$ cat src/rtl/pmi_pkg.sv
`default_nettype none
// ----------------------------------------------------------------------------
// pmi_pkg
// Shared types, codes and fixed-point helpers for the particle integrator.
// ----------------------------------------------------------------------------
package pmi_pkg;

  localparam int unsigned COORD_W    = 32;
  localparam int unsigned INV_MASS_W = 25;
  localparam int unsigned DT_W       = 16;
  localparam int unsigned CFG_IDX_W  = 2;
  localparam int unsigned NUM_AXES   = 3;

  // Lane multiplier: 33-bit signed by 26-bit signed (A sign-extended, B zero-extended).
  localparam int unsigned MUL_A_W = COORD_W + 1;
  localparam int unsigned MUL_B_W = INV_MASS_W + 1;
  localparam int unsigned PROD_W  = MUL_A_W + MUL_B_W;
  localparam int unsigned SAT_W   = PROD_W + 1;

  // 0.99 in Q0.16
  localparam logic signed [MUL_B_W-1:0] DAMP_Q16 = MUL_B_W'(64881);

  // Configuration register indexes
  localparam logic [CFG_IDX_W-1:0] CFG_GRAVITY_X = 2'd0;
  localparam logic [CFG_IDX_W-1:0] CFG_GRAVITY_Y = 2'd1;
  localparam logic [CFG_IDX_W-1:0] CFG_GRAVITY_Z = 2'd2;
  localparam logic [CFG_IDX_W-1:0] CFG_INV_MASS  = 2'd3;

  // Update sequence steps
  localparam int unsigned STEP_W = 3;
  localparam logic [STEP_W-1:0] STEP_MUL_FORCE = 3'd0;
  localparam logic [STEP_W-1:0] STEP_ACC       = 3'd1;
  localparam logic [STEP_W-1:0] STEP_MUL_ACC   = 3'd2;
  localparam logic [STEP_W-1:0] STEP_VEL       = 3'd3;
  localparam logic [STEP_W-1:0] STEP_MUL_DAMP  = 3'd4;
  localparam logic [STEP_W-1:0] STEP_DAMP      = 3'd5;
  localparam logic [STEP_W-1:0] STEP_MUL_POS   = 3'd6;
  localparam logic [STEP_W-1:0] STEP_POS       = 3'd7;

  typedef enum logic [1:0] {
    MODE_ADD_FORCE = 2'd0,
    MODE_MOVE      = 2'd1,
    MODE_SET_POS   = 2'd2,
    MODE_UPDATE    = 2'd3
  } mode_e;

  typedef struct packed {
    mode_e                     mode;
    logic signed [COORD_W-1:0] vec_x;
    logic signed [COORD_W-1:0] vec_y;
    logic signed [COORD_W-1:0] vec_z;
    logic [DT_W-1:0]           time_step;
  } in_item_t;

  typedef struct packed {
    logic signed [COORD_W-1:0] pos_x;
    logic signed [COORD_W-1:0] pos_y;
    logic signed [COORD_W-1:0] pos_z;
  } out_item_t;

  typedef struct packed {
    logic              en;
    mode_e             mode;
    logic [STEP_W-1:0] step;
  } lane_ctrl_t;

  localparam logic signed [SAT_W-1:0] S32_MAX = SAT_W'(2147483647);
  localparam logic signed [SAT_W-1:0] S32_MIN = ~S32_MAX;

  function automatic logic signed [SAT_W-1:0] sext(input logic signed [COORD_W-1:0] v);
    return SAT_W'(v);
  endfunction

  // Clamp to the signed 32-bit range.
  function automatic logic signed [COORD_W-1:0] sat32(input logic signed [SAT_W-1:0] x);
    logic signed [COORD_W-1:0] r;
    if (x > S32_MAX) begin
      r = S32_MAX[COORD_W-1:0];
    end else if (x < S32_MIN) begin
      r = S32_MIN[COORD_W-1:0];
    end else begin
      r = x[COORD_W-1:0];
    end
    return r;
  endfunction

  // Divide by 2^n, round to nearest, halves toward plus infinity.
  function automatic logic signed [SAT_W-1:0] rnd(input logic signed [PROD_W-1:0] x,
                                                  input int unsigned n);
    logic signed [SAT_W-1:0] t;
    t = SAT_W'(x) + (SAT_W'(1) <<< (n - 1));
    return t >>> n;
  endfunction

endpackage
`default_nettype wire

$ cat src/rtl/pmi_merge.sv
`default_nettype none
// ----------------------------------------------------------------------------
// pmi_merge
// Collects the three lane positions into one result and holds it in the
// output register until the downstream side takes the transfer.
// ----------------------------------------------------------------------------
module pmi_merge (
  input  wire logic                                clk_i,
  input  wire logic                                rst_ni,
  input  wire logic                                commit_i,
  input  wire logic signed [pmi_pkg::COORD_W-1:0]  pos_i [pmi_pkg::NUM_AXES],
  input  wire logic                                out_stall_i,
  output logic                                     out_valid_o,
  output pmi_pkg::out_item_t                       out_item_o
);

  logic               out_valid_q, out_valid_d;
  pmi_pkg::out_item_t out_item_q, out_item_d;

  always_comb begin
    out_valid_d = out_valid_q;
    out_item_d  = out_item_q;
    if (commit_i) begin
      out_valid_d      = 1'b1;
      out_item_d.pos_x = pos_i[0];
      out_item_d.pos_y = pos_i[1];
      out_item_d.pos_z = pos_i[2];
    end else if (!out_stall_i) begin
      out_valid_d = 1'b0;
    end
  end

  always_ff @(posedge clk_i or negedge rst_ni) begin
    if (!rst_ni) begin
      out_valid_q <= 1'b0;
    end else begin
      out_valid_q <= out_valid_d;
    end
  end

  always_ff @(posedge clk_i) begin
    out_item_q <= out_item_d;
  end

  assign out_valid_o = out_valid_q;
  assign out_item_o  = out_item_q;

endmodule
`default_nettype wire

$ cat config.mk
export PLATFORM = sky130hd
export DESIGN_NAME = pmi_merge
export DESIGN_NICKNAME = d
export VERILOG_FILES = /design/src/rtl/pmi_pkg.sv /design/src/rtl/pmi_merge.sv
export SDC_FILE = /design/constraint.sdc
export NUM_CORES = 1
export LEC_CHECK = 0
export BUFFER_PORTS_ARGS = -buffer_cell sky130_fd_sc_hd__buf_4
export CAP_MARGIN = 10
export CORE_ASPECT_RATIO = 0.5
export CORE_MARGIN = 3
export CORE_UTILIZATION = 38
export CTS_BUF_LIST = sky130_fd_sc_hd__clkbuf_8
export DETAILED_ROUTE_END_ITERATION = 8
export PLACE_DENSITY = 0.77
export SYNTH_ARGS = -nofsm -noshare
export SYNTH_HDL_FRONTEND = slang
export SYNTH_SLANG_ARGS = --single-unit
$ cat constraint.sdc
create_clock -name clk_i -period 0.8 [get_ports clk_i]
set_input_delay 0.16 -clock clk_i [delete_from_list [all_inputs] [get_ports clk_i]]
set_output_delay 0.16 -clock clk_i [all_outputs]
set_load 0.005 [all_outputs]
==> results.cfg <==
[critical_path]
worst_ep_required_time_ns = 0.64
cp_max_fo = 1
cpMaxStageDelayCell = edfxtp_1
path_cells = buf_6
cp_num_buf_inv = 1
path_class = flop to output pin
crit_path_start_kind = flop
crit_family = flip-flops
setup.worst_path.end_class = output pin
critPathMaxStageDelay_ns = 0.45
arrival_ns = 0.96

[clocking]
numCtsBuffers = 9
clkTransAtPathRegs_ns = 0.09
cts_tree = built
cts_root_buf = clkbuf_8
cts_max_level = 3
cts_sinks = 97
clockBufferDepth = 2
insertion_delay_ns = 0.35

[synthesis]
synth_flop_cell = edfxtp_1
synth_cell_types = 3
synthesis.nets = 198
synth.avg_cell_area_um2 = 29.75
synth.most_common_cell = edfxtp_1
yosys-top-cells-area = edfxtp_1 99%, dfrtp_1 0.86%, a21o_1 0.26%
syn_inst = 98
synth_largest_area_cell = edfxtp_1
synth_common_cells = 96 x edfxtp_1, 1 x a21o_1, 1 x dfrtp_1
synth.top_cell.area_share = 0.9888
yosys_warnings = 0
synth_edf_count = 96
synthesis.area_mm2 = 0.002915
synth_seq_cells = 97
async_flop_share = 0.01031
yosysSeqAreaShare = 0.9974

[sta]
final_hold_viol_count = 0
fmax_mhz = 892.5
setup_tns_ns = -24.26
rsz0062_at_grt = yes
setup_viol = 97
finalWorstPathRequiredPeriod_ns = 1.120
post-route-period-util = 1.401
clock_skew_ns = 0
tightest_slew_ns = 0.2594
maxSlewHeadroom = 0.8270
whs_ns = 0.02320
layout_setup_ws_ns = -0.3204
drv_slew = 0

[global_route]
overflow = 0
grt_antenna_before_repair = 1
grt_pass1_vias = 2466
grt_max_degree = 46
grt_pass1_wl_mm = 14.47
grt_usage = 0.2358

[drt]
drt.antenna.violating_nets = 0
drt_iter0_drc = 138
totalWireLength_mm = 10.71
post_drt_wl_per_cell_um = 21.25
viasPerCell = 4.542
drtPass1Iterations = 4
drc = 0
num_vias = 2289

[floorplanning]
rows = 21
die_x_um = 129.9
start_util = 0.4140
die_h_um = 67.94
ios = 197
dieArea_mm2 = 0.008823
core_mm2 = 0.007042

[final_layout]
fin_cells = 504
multiInputGateArea_um2 = 7.507
area_growth_pct = 101.0
register_area_mm2 = 0.002908
fill_cells = 349
design_area_mm2 = 0.005859
nets = 506
final_layout_size_suffix_gt1_frac = 0.5158

[min_path]
hp-class = input port to flop

[placement]
gp_congestion = 0.7592
place_ws_ns = -0.07632
dp.cells = 389
port_buffers = 196
postPlaceCellArea_mm2 = 0.004549

[power]
ir_drop_mv = 1.706
power_density_mw_per_mm2 = 1866
leakage_uw = 0.002485

[run]
maxCapViolCount = 0

[outcome]
violations = negative setup slack
outcome = finished, violations left
cell type report:
class | count | area share
clock inverter | 7 | 0.009396
multi-input combinational | 1 | 0.001281
sequential | 97 | 0.4963
tap | 92 | 0.01965
clock buffer | 9 | 0.02114
antenna | 1 | 0.0004271
timing repair buffer | 297 | 0.4518
metal layers:
metal	wire length, µm	GRT usage	vias up
met2	6140	0.4519	93
met4	238	0.09974	0
met3	418	0.06235	20
met1	3912	0.2517	1161
li1	-	-	1015
met5	0	0	-
flip-flops by register name, indices dropped and copies added (netlist names):
| register | cells |
|---|---|
| out_item_o | 96 |
| out_valid_o | 1 |
through the flow:
| step | total power (µW) | utilization |
|---|---|---|
| 3_3_place_gp | 7386 | 0.6461 |
| 5_1_grt | 11290 | 0.8321 |
| 6_report | 10940 | 0.8321 |
| 3_5_place_dp | 7439 | 0.6461 |
| 2_1_floorplan | 6305 | - |
| 4_1_cts | 10720 | 0.8157 |
cells by family (layout without fill, tap and decap cells):
family / after synthesis / count (layout) / share of synthesized area
other: 0 / 1 / 0
buffers and inverters: 0 / 313 / 0
flip-flops: 97 / 97 / 0.9974
AO/OA/AOI/OAI: 1 / 1 / 0.002576
where the power goes:
| group | switching, µW | leakage, µW | internal [µW] | total, µW |
|---|---|---|---|---|
| registers | 178 | 0.000950 | 6030 | 6210 |
| logic | 542 | 0.00143 | 1170 | 1710 |
| clock network | 1620 | 0.000104 | 1390 | 3010 |
| total | 2340 | 0.00248 | 8600 | 10900 |
worst paths after layout:
| kind | startpoint | to | slack [ns] | cells after the start |
|---|---|---|---|---|
| max | out_item_o[54]$_DFFE_PP_ | out_item_o[54] | -0.32 | 1 |
| min | out_stall_i | out_valid_o$_DFFE_PN0P_ | 0.02 | 2 |
| max reg2reg | out_valid_o$_DFFE_PN0P_ | out_valid_o$_DFFE_PN0P_ | 0 | 2 |
| min reg2reg | out_valid_o$_DFFE_PN0P_ | out_valid_o$_DFFE_PN0P_ | 0.64 | 2 |
| max in group asynchronous | rst_ni | out_valid_o$_DFFE_PN0P_ | 0.58 | 2 |
| min in group asynchronous | rst_ni | out_valid_o$_DFFE_PN0P_ | 0.13 | 2 |
cell usage in the layout (no fill, tap or decap):
cell / n
dfrtp_1: 1
buf_12: 2
clkinv_2: 2
bufinv_16: 1
inv_1: 3
clkinv_1: 1
buf_6: 40
dlygate4sd3_1: 97
diode_2: 1
a21o_1: 1
buf_4: 158
edfxtp_1: 96
clkbuf_8: 9
timing repair:
item                       4_1_cts  5_1_grt
setup buffers                    0        1
hold endpoints to repair        97        0
setup endpoints to repair       97       97
gates resized for setup         12       28
hold buffers                    97        0
pin swaps                        0        1
Note: power is estimated with default switching activity, not from simulation.
